===== config.mk =====
export PLATFORM = sky130hd
export DESIGN_NAME = periodic_task_deadline_monitor
export DESIGN_NICKNAME = d
export VERILOG_FILES = /design/src/ptdm_pkg.sv /design/src/periodic_task_deadline_monitor.sv /design/src/ptdm_div.sv
export SDC_FILE = /design/constraint.sdc
export NUM_CORES = 2
export LEC_CHECK = 0
export BUFFER_PORTS_ARGS = -buffer_cell sky130_fd_sc_hd__buf_2
export CAP_MARGIN = 20
export CORE_MARGIN = 2
export CORE_UTILIZATION = 40
export CTS_BUF_LIST = sky130_fd_sc_hd__clkbuf_8
export DETAILED_ROUTE_END_ITERATION = 16
export PLACE_DENSITY = 0.67
export SLEW_MARGIN = 20
export SYNTH_ARGS = -nofsm -noshare
export SYNTH_HDL_FRONTEND = slang
export SYNTH_SLANG_ARGS = --single-unit

===== constraint.sdc =====
create_clock -name clk -period 14.3 [get_ports clk]
set_clock_uncertainty 0.15 [all_clocks]
set_input_delay 1.43 -clock clk [delete_from_list [all_inputs] [get_ports clk]]
set_output_delay 1.43 -clock clk [all_outputs]
set_load 0.02 [all_outputs]

===== src/ptdm_pkg.sv =====
// shared types and constants for the periodic task deadline monitor
// no dependencies; imported by ptdm_div and periodic_task_deadline_monitor
`timescale 1ns / 1ps

package ptdm_pkg;

  localparam int TIME_W  = 32;  // tick, period, deadline, budget, miss count
  localparam int PROD_W  = 46;  // budget * 10000 fits in 46 bits
  localparam int UTIL_W  = 48;  // sum of up to four quotients
  localparam int BOUND_W = 14;

  localparam logic [BOUND_W-1:0] SCALE = 14'd10000;

  // request modes
  localparam logic [1:0] MODE_REGISTER = 2'd0;
  localparam logic [1:0] MODE_RELEASE  = 2'd1;
  localparam logic [1:0] MODE_CHECK    = 2'd2;

  // result status codes
  localparam logic [1:0] ST_OK         = 2'd0;
  localparam logic [1:0] ST_FULL       = 2'd1;
  localparam logic [1:0] ST_ZERO_PER   = 2'd2;
  localparam logic [1:0] ST_UNREG      = 2'd3;

  typedef struct packed {
    logic busy;
    logic done;
  } div_status_t;

  // rate monotonic bound x10000 by task count
  function automatic logic [BOUND_W-1:0] rm_bound_of(input logic [2:0] n);
    logic [BOUND_W-1:0] b;
    case (n)
      3'd0:    b = 14'd0;
      3'd1:    b = 14'd10000;
      3'd2:    b = 14'd8284;
      3'd3:    b = 14'd7798;
      default: b = 14'd7568;
    endcase
    return b;
  endfunction

endpackage


===== src/periodic_task_deadline_monitor.sv =====
// top level: task table, request sequencer and output register
// depends on ptdm_pkg and ptdm_div
`timescale 1ns / 1ps
// flow: mode 3 and failed register to result, register via REG_FIN,
//   release via REL_A/B, check via 46-step shared divider per task
// throughput: one word at a time; in_ready is low from accept until the
//   result is loaded into the output register, which may still be waiting
// reset: synchronous, clears task count, sequencer and out_valid; table
//   entries are only read once written

module periodic_task_deadline_monitor
  import ptdm_pkg::*;
#(
  parameter int MAX_TASKS = 4
) (
  input  logic               clk,
  input  logic               rst,

  input  logic               in_valid,
  output logic               in_ready,
  input  logic [1:0]         mode,
  input  logic [1:0]         task_slot,
  input  logic [TIME_W-1:0]  now_tick,
  input  logic [TIME_W-1:0]  period,
  input  logic [TIME_W-1:0]  relative_deadline,
  input  logic [TIME_W-1:0]  exec_budget,

  output logic               out_valid,
  input  logic               out_ready,
  output logic [1:0]         status,
  output logic [1:0]         slot_out,
  output logic [TIME_W-1:0]  release_at,
  output logic [TIME_W-1:0]  absolute_deadline,
  output logic [TIME_W-1:0]  misses,
  output logic [UTIL_W-1:0]  utilization,
  output logic [BOUND_W-1:0] rm_bound,
  output logic               rm_ok,
  output logic               edf_ok
);

  localparam int IDX_W = (MAX_TASKS > 1) ? $clog2(MAX_TASKS) : 1;
  localparam int CNT_W = $clog2(MAX_TASKS + 1);

  typedef enum logic [3:0] {
    S_IDLE,
    S_REG_FIN,
    S_REL_A,
    S_REL_B,
    S_CHK_MUL,
    S_CHK_START,
    S_CHK_WAIT,
    S_CHK_FIN,
    S_RESULT
  } state_t;

  state_t state;

  // task table, one entry per slot
  logic [TIME_W-1:0] slot_period       [MAX_TASKS];
  logic [TIME_W-1:0] slot_deadline     [MAX_TASKS];
  logic [TIME_W-1:0] slot_budget       [MAX_TASKS];
  logic [TIME_W-1:0] next_release_time [MAX_TASKS];
  logic [TIME_W-1:0] miss_counter      [MAX_TASKS];

  logic [CNT_W-1:0]  task_count;
  logic [CNT_W-1:0]  idx;          // task walked by a check

  // captured request
  logic [1:0]        slot_q;
  logic [TIME_W-1:0] now_q;
  logic [TIME_W-1:0] cur_base;     // release of the current instance

  // result being built
  logic [1:0]         res_status;
  logic [1:0]         res_slot;
  logic [TIME_W-1:0]  res_release;
  logic [TIME_W-1:0]  res_abs;
  logic [TIME_W-1:0]  res_misses;
  logic [UTIL_W-1:0]  res_util;    // also the check accumulator
  logic [BOUND_W-1:0] res_bound;
  logic               res_rm_ok;
  logic               res_edf_ok;

  // shared divider
  logic [PROD_W-1:0] prod;
  logic [PROD_W-1:0] div_q;
  div_status_t       div_st;
  logic              div_start;

  // single table read port, address picked by sequencer state
  logic [IDX_W-1:0]  rd_idx;
  logic [TIME_W-1:0] rd_period;
  logic [TIME_W-1:0] rd_deadline;
  logic [TIME_W-1:0] rd_budget;
  logic [TIME_W-1:0] rd_next;
  logic [TIME_W-1:0] rd_miss;

  logic              live_in;
  logic              has_room;
  logic              late;
  logic [TIME_W-1:0] miss_next;
  logic [BOUND_W-1:0] bound_now;

  always_comb begin
    case (state)
      S_IDLE:                               rd_idx = task_slot[IDX_W-1:0];
      S_CHK_MUL, S_CHK_START, S_CHK_WAIT:   rd_idx = idx[IDX_W-1:0];
      default:                              rd_idx = slot_q[IDX_W-1:0];
    endcase
  end

  assign rd_period   = slot_period[rd_idx];
  assign rd_deadline = slot_deadline[rd_idx];
  assign rd_budget   = slot_budget[rd_idx];
  assign rd_next     = next_release_time[rd_idx];
  assign rd_miss     = miss_counter[rd_idx];

  // a slot is live once registered; task_count never exceeds MAX_TASKS
  assign live_in   = {1'b0, task_slot} < 3'(task_count);
  assign has_room  = task_count < CNT_W'(MAX_TASKS);

  // miss test against the deadline of the instance being closed
  assign late      = now_q > (cur_base + rd_deadline);
  assign miss_next = rd_miss + TIME_W'(late);

  assign bound_now = rm_bound_of(3'(task_count));

  assign div_start = (state == S_CHK_START);
  assign in_ready  = (state == S_IDLE);

  ptdm_div u_div (
    .clk      (clk),
    .rst      (rst),
    .start    (div_start),
    .dividend (prod),
    .divisor  (rd_period),
    .quotient (div_q),
    .st       (div_st)
  );

  always_ff @(posedge clk) begin
    if (rst) begin
      state      <= S_IDLE;
      task_count <= '0;
      idx        <= '0;
      out_valid  <= 1'b0;
    end else begin
      if (out_ready) begin
        out_valid <= 1'b0;
      end
      case (state)
        S_IDLE: begin
          if (in_valid) begin
            slot_q      <= task_slot;
            now_q       <= now_tick;
            res_status  <= ST_OK;
            res_slot    <= task_slot;
            res_release <= '0;
            res_abs     <= '0;
            res_misses  <= live_in ? rd_miss : '0;
            res_util    <= '0;
            res_bound   <= '0;
            res_rm_ok   <= 1'b0;
            res_edf_ok  <= 1'b0;
            case (mode)
              MODE_REGISTER: begin
                if (!has_room) begin
                  // full test wins over zero period
                  res_status <= ST_FULL;
                  state      <= S_RESULT;
                end else if (period == '0) begin
                  res_status <= ST_ZERO_PER;
                  state      <= S_RESULT;
                end else begin
                  slot_period[task_count[IDX_W-1:0]]       <= period;
                  slot_deadline[task_count[IDX_W-1:0]]     <= relative_deadline;
                  slot_budget[task_count[IDX_W-1:0]]       <= exec_budget;
                  next_release_time[task_count[IDX_W-1:0]] <= now_tick + period;
                  miss_counter[task_count[IDX_W-1:0]]      <= '0;
                  task_count  <= task_count + CNT_W'(1);
                  slot_q      <= 2'(task_count);
                  res_slot    <= 2'(task_count);
                  res_release <= now_tick + period;
                  res_misses  <= '0;
                  state       <= S_REG_FIN;
                end
              end
              MODE_RELEASE: begin
                if (live_in) begin
                  state <= S_REL_A;
                end else begin
                  res_status <= ST_UNREG;
                  res_misses <= '0;
                  state      <= S_RESULT;
                end
              end
              MODE_CHECK: begin
                idx   <= '0;
                state <= S_CHK_MUL;
              end
              default: begin
                state <= S_RESULT;
              end
            endcase
          end
        end
        S_REG_FIN: begin
          res_abs <= res_release + rd_deadline;
          state   <= S_RESULT;
        end
        S_REL_A: begin
          cur_base    <= rd_next - rd_period;
          res_release <= rd_next;
          res_abs     <= rd_next + rd_deadline;
          state       <= S_REL_B;
        end
        S_REL_B: begin
          miss_counter[slot_q[IDX_W-1:0]]      <= miss_next;
          next_release_time[slot_q[IDX_W-1:0]] <= rd_next + rd_period;
          res_misses <= miss_next;
          state      <= S_RESULT;
        end
        S_CHK_MUL: begin
          if (idx == task_count) begin
            state <= S_CHK_FIN;
          end else if (rd_period == '0) begin
            idx <= idx + CNT_W'(1);
          end else begin
            prod  <= PROD_W'(rd_budget) * PROD_W'(SCALE);
            state <= S_CHK_START;
          end
        end
        S_CHK_START: begin
          state <= S_CHK_WAIT;
        end
        S_CHK_WAIT: begin
          if (div_st.done) begin
            res_util <= res_util + UTIL_W'(div_q);
            idx      <= idx + CNT_W'(1);
            state    <= S_CHK_MUL;
          end
        end
        S_CHK_FIN: begin
          res_bound  <= bound_now;
          res_rm_ok  <= res_util <= UTIL_W'(bound_now);
          res_edf_ok <= res_util <= UTIL_W'(SCALE);
          state      <= S_RESULT;
        end
        S_RESULT: begin
          // load the output register once the previous word is gone
          if (!out_valid || out_ready) begin
            status            <= res_status;
            slot_out          <= res_slot;
            release_at        <= res_release;
            absolute_deadline <= res_abs;
            misses            <= res_misses;
            utilization       <= res_util;
            rm_bound          <= res_bound;
            rm_ok             <= res_rm_ok;
            edf_ok            <= res_edf_ok;
            out_valid         <= 1'b1;
            state             <= S_IDLE;
          end
        end
        default: begin
          state <= S_IDLE;
        end
      endcase
    end
  end

  // the divider is never left running across requests
  a_div_idle: assert property (@(posedge clk) disable iff (rst)
    in_ready |-> !div_st.busy)
    else $error("divider busy while taking a new word");

  // a divide result only arrives while the check waits for it
  a_div_done: assert property (@(posedge clk) disable iff (rst)
    div_st.done |-> state == S_CHK_WAIT)
    else $error("divider result outside check wait");

  // a register on a full table leaves the task count alone
  a_full: assert property (@(posedge clk) disable iff (rst)
    in_valid && in_ready && mode == MODE_REGISTER && !has_room
      |=> task_count == $past(task_count))
    else $error("task count changed on full table");

endmodule


===== src/ptdm_div.sv =====
// restoring radix-2 divider, one quotient bit per cycle
// depends on ptdm_pkg for widths and the status struct
`timescale 1ns / 1ps

module ptdm_div
  import ptdm_pkg::*;
(
  input  logic              clk,
  input  logic              rst,
  input  logic              start,
  input  logic [PROD_W-1:0] dividend,
  input  logic [TIME_W-1:0] divisor,
  output logic [PROD_W-1:0] quotient,
  output div_status_t       st
);

  localparam int STEP_W = $clog2(PROD_W + 1);

  logic [PROD_W-1:0] quo;
  logic [TIME_W-1:0] rem;
  logic [TIME_W-1:0] dvs;
  logic [STEP_W-1:0] steps;
  logic              busy;
  logic              done;

  logic [TIME_W:0]   shifted;
  logic              fits;

  assign shifted = {rem, quo[PROD_W-1]};
  assign fits    = shifted >= {1'b0, dvs};

  always_ff @(posedge clk) begin
    if (rst) begin
      busy  <= 1'b0;
      done  <= 1'b0;
      steps <= '0;
    end else begin
      done <= 1'b0;
      if (start) begin
        quo   <= dividend;
        rem   <= '0;
        dvs   <= divisor;
        steps <= STEP_W'(PROD_W);
        busy  <= 1'b1;
      end else if (busy) begin
        if (fits) begin
          rem <= TIME_W'(shifted - {1'b0, dvs});
        end else begin
          rem <= shifted[TIME_W-1:0];
        end
        quo   <= {quo[PROD_W-2:0], fits};
        steps <= steps - STEP_W'(1);
        if (steps == STEP_W'(1)) begin
          busy <= 1'b0;
          done <= 1'b1;
        end
      end
    end
  end

  assign quotient = quo;
  assign st.busy  = busy;
  assign st.done  = done;

endmodule


==> run_results.csv <==
group,metric,value,unit
logic_synthesis,ys_seq_area_share,56.62,%
timing,slew_violations,0,
drt,postRouteAntennaNets,0,
clock_network,clk_pin_slew,0.06,ns
clock_network,post_cts_resized,0,
drt,wl_per_cell,22.11,µm
timing,period_minus_slack,9.594,ns
clock_network,cts_root_buffer,"clkbuf_8",
grt,grt_pass1_vias,40710,
timing,setup_tns,0,ns
floorplan,top_level_ports,302,
logic_synthesis,syn_inst,4905,
logic_synthesis,ys_ff_latch,1195,
placed_design,gp_congestion,0.9167,
setup_path,arrival,10.03,ns
logic_synthesis,synth-edff-count,1176,
setup_path,critPathRequiredTime,14.73,ns
layout,fillerInstances,14130,
timing,fmax,0.1042,GHz
logic_synthesis,yosysWarnings,0,
placed_design,hpwl,119500,µm
drt,routed_wirelength,166800,µm
setup_path,crit_path_end_kind,"flop",
setup_path,start_kind,"flop",
floorplan,die-area,160800,µm²
logic_synthesis,synth_area,63040,µm²
flow_run,maxCapViolCount,0,
grt,gr-total-overflow,0,
floorplan,core-area,156400,µm²
clock_network,cts_tree,"yes",
setup_path,critical_path_class,"reg2reg",
logic_synthesis,synth_nets,5538,
floorplan,die_w,401,µm
setup_path,worst-path-buf-inv,1,
timing,worstMarginPinSlew,1.115,ns
clock_network,clk_latency,0.94,ns
clock_network,ctsHoldBuffers,0,
setup_path,slowest_delay,0.80,ns
setup_path,startpoint,"state[0]",
worst_hold_path,hp-start,"res_abs[7]",
setup_path,cp_max_fo,19,
grt,grt_max_degree,88,
drt,routed_via_density,5.486,
drt,drt_iter0_drc,3689,
setup_path,worst_r2r_startpoint,"state[0]",
layout,layout.nets,5947,
grt,grt.total_usage,20.48,%
floorplan,die_y,401,µm
logic_synthesis,synth-async-reset-ratio,0,%
floorplan,rows,145,
logic_synthesis,synth.avg_cell_area,12.85,µm²
clock_network,cts_setup_buffers,0,
drt,drcViolationCount,0,
layout,drive_gt1_share,15.27,%
timing,setup_viol,0,
grt,grt_pass1_wl,251500,µm
logic_synthesis,synth-main-ff-cell,"edfxtp_1",
clock_network,cts_buffer_depth,3,
setup_path,crit_family,"compound AO/OA/AOI/OAI gates",
drt,drtPass1Iterations,6,
drt,vias,41390,
clock_network,cts_buffers,196,
timing,report.final.hold_viol_count,0,
floorplan,start_util,40.31,%
worst_hold_path,hp-class,"reg2reg",
grt,antenna_found_initial,30,
timing,period_share,67.09,%
placed_design,portBuffers,300,
setup_path,cpMaxStageDelayCell,"dfxtp_1",
clock_network,cts.htree.levels,4,
timing,rsz0062_at_grt,"no",
logic_synthesis,yosysUniqueCellTypes,96,
status,status,"finished, final reports clean",
setup_path,crit_path_frequent_cell,"ha_1",
timing,slew-limit-headroom,25.64,%
clock_network,clock-sinks,1195,
layout,syn_to_final_growth,12.44,%
## metrics by stage
stage	setup slack (ns)	utilization, %	instances	hold WS, ns	area (µm²)
after floorplan	5.458	-	4905	0.2503	63050
after global placement	4.596	42.89	7172	0.2518	67070
after CTS	4.801	45.28	7531	0.2535	70820
final	4.706	45.33	7545	0.2583	70890
after global routing	3.865	45.32	7540	0.2536	70870
after detailed placement	4.480	42.89	7172	0.2545	67080
## cells in the mapped netlist (11+ instances only)
cell,count,area [µm²]
and2_1,30,187.7
nor2_1,295,1107
nand4_1,36,225.2
edfxtp_1,1176,35310
a21boi_0,11,82.58
xor2_1,92,805.8
o211ai_1,19,142.6
nor3_1,89,445.4
dfxtp_1,19,380.4
o21bai_1,47,352.8
nand2_1,455,1708
nor2b_1,42,262.8
fa_1,90,1802
nand3_1,55,275.3
or3_1,19,118.9
and3_1,40,250.2
a21o_1,110,825.8
clkbuf_1,89,334.1
a31oi_1,32,200.2
nor4_1,53,331.6
mux4_2,160,3603
a21oi_1,252,1261
mux2i_1,45,450.4
xnor2_1,154,1349
o21a_1,53,397.9
ha_1,407,5092
buf_2,23,115.1
a211oi_1,36,270.3
nand2b_1,51,319.1
o21ai_0,223,1116
inv_1,448,1682
a211o_1,13,113.9
o31ai_1,15,112.6
## sequential cells by signal, indices dropped and copies added (netlist names), 42 cells and up
signal,count
res_util,48
next_release_time,128
slot_deadline,128
utilization,48
prod,42
slot_period,128
miss_counter,128
u_div.quotient,46
slot_budget,128
## worst paths after layout
kind                                             end  slack (ns)  cells after the start
worst max-delay path             miss_counter[3][25]        4.71                     29
worst max register to register   miss_counter[3][25]        4.71                     29
worst min register to register  absolute_deadline[7]        0.26                      0
worst min-delay path            absolute_deadline[7]        0.26                      0
## cells in the final DEF (no fill, tap or decap), drive strengths merged, types with 9 or more instances in the layout
master	instances
a211o	13
nand2b	52
mux2i	45
o211ai	19
clkbuf	197
nand4	38
a31oi	32
o311ai	9
a21o	110
o21a	53
and3	40
and2	31
a21oi	252
or2	9
inv	504
clkinv	95
fa	90
dfxtp	19
bufinv	9
xor2	92
ha	407
a21boi	11
nor4	53
a211oi	37
o21bai	47
o21ai	231
diode	12
mux4	160
xnor2	155
buf	348
nand3	57
o22ai	11
or3	19
nor2b	43
nor3	91
edfxtp	1176
nor2	296
o31ai	15
a221oi	9
nand2	455
## cell families (layout without fill, tap and decap cells)
family,count (synthesis),count (layout),synth area share [%]
AOI/OAI and AO/OA,943,943,9.618
xor gates and xnor gates,247,247,3.443
adders and majority gates,497,497,10.94
buffers and inverters,587,1157,3.723
DFF,1195,1195,56.62
muxes,210,210,6.520
other,1,13,0.005948
and+or+nand+nor,1225,1225,9.137
## per-layer routing
| layer | part of all wire [%] | vias to the layer above | global-route usage, % |
|---|---|---|---|
| li1 | - | 19100 | - |
| met1 | 44 | 20500 | 28.26 |
| met2 | 46 | 1512 | 32.37 |
| met3 | 6.7 | 287 | 3.601 |
| met4 | 3.5 | 4 | 7.673 |
| met5 | 0.018 | - | 0 |
## cell type report
class                   count  area [µm²]  area share [%]
well taps                2058        2575           3.633
diodes                     12       30.03         0.04236
multi-input cells        3123       25250           35.62
repair buffers            348        1912           2.697
clock inverters           162        1027           1.449
inverters                 450        1689           2.383
flip-flops and latches   1195       35690           50.35
clock buffers             197        2711           3.825
Power is not shown: default switching activity piles up to over one toggle a cycle in this logic, so the estimate is an artifact.
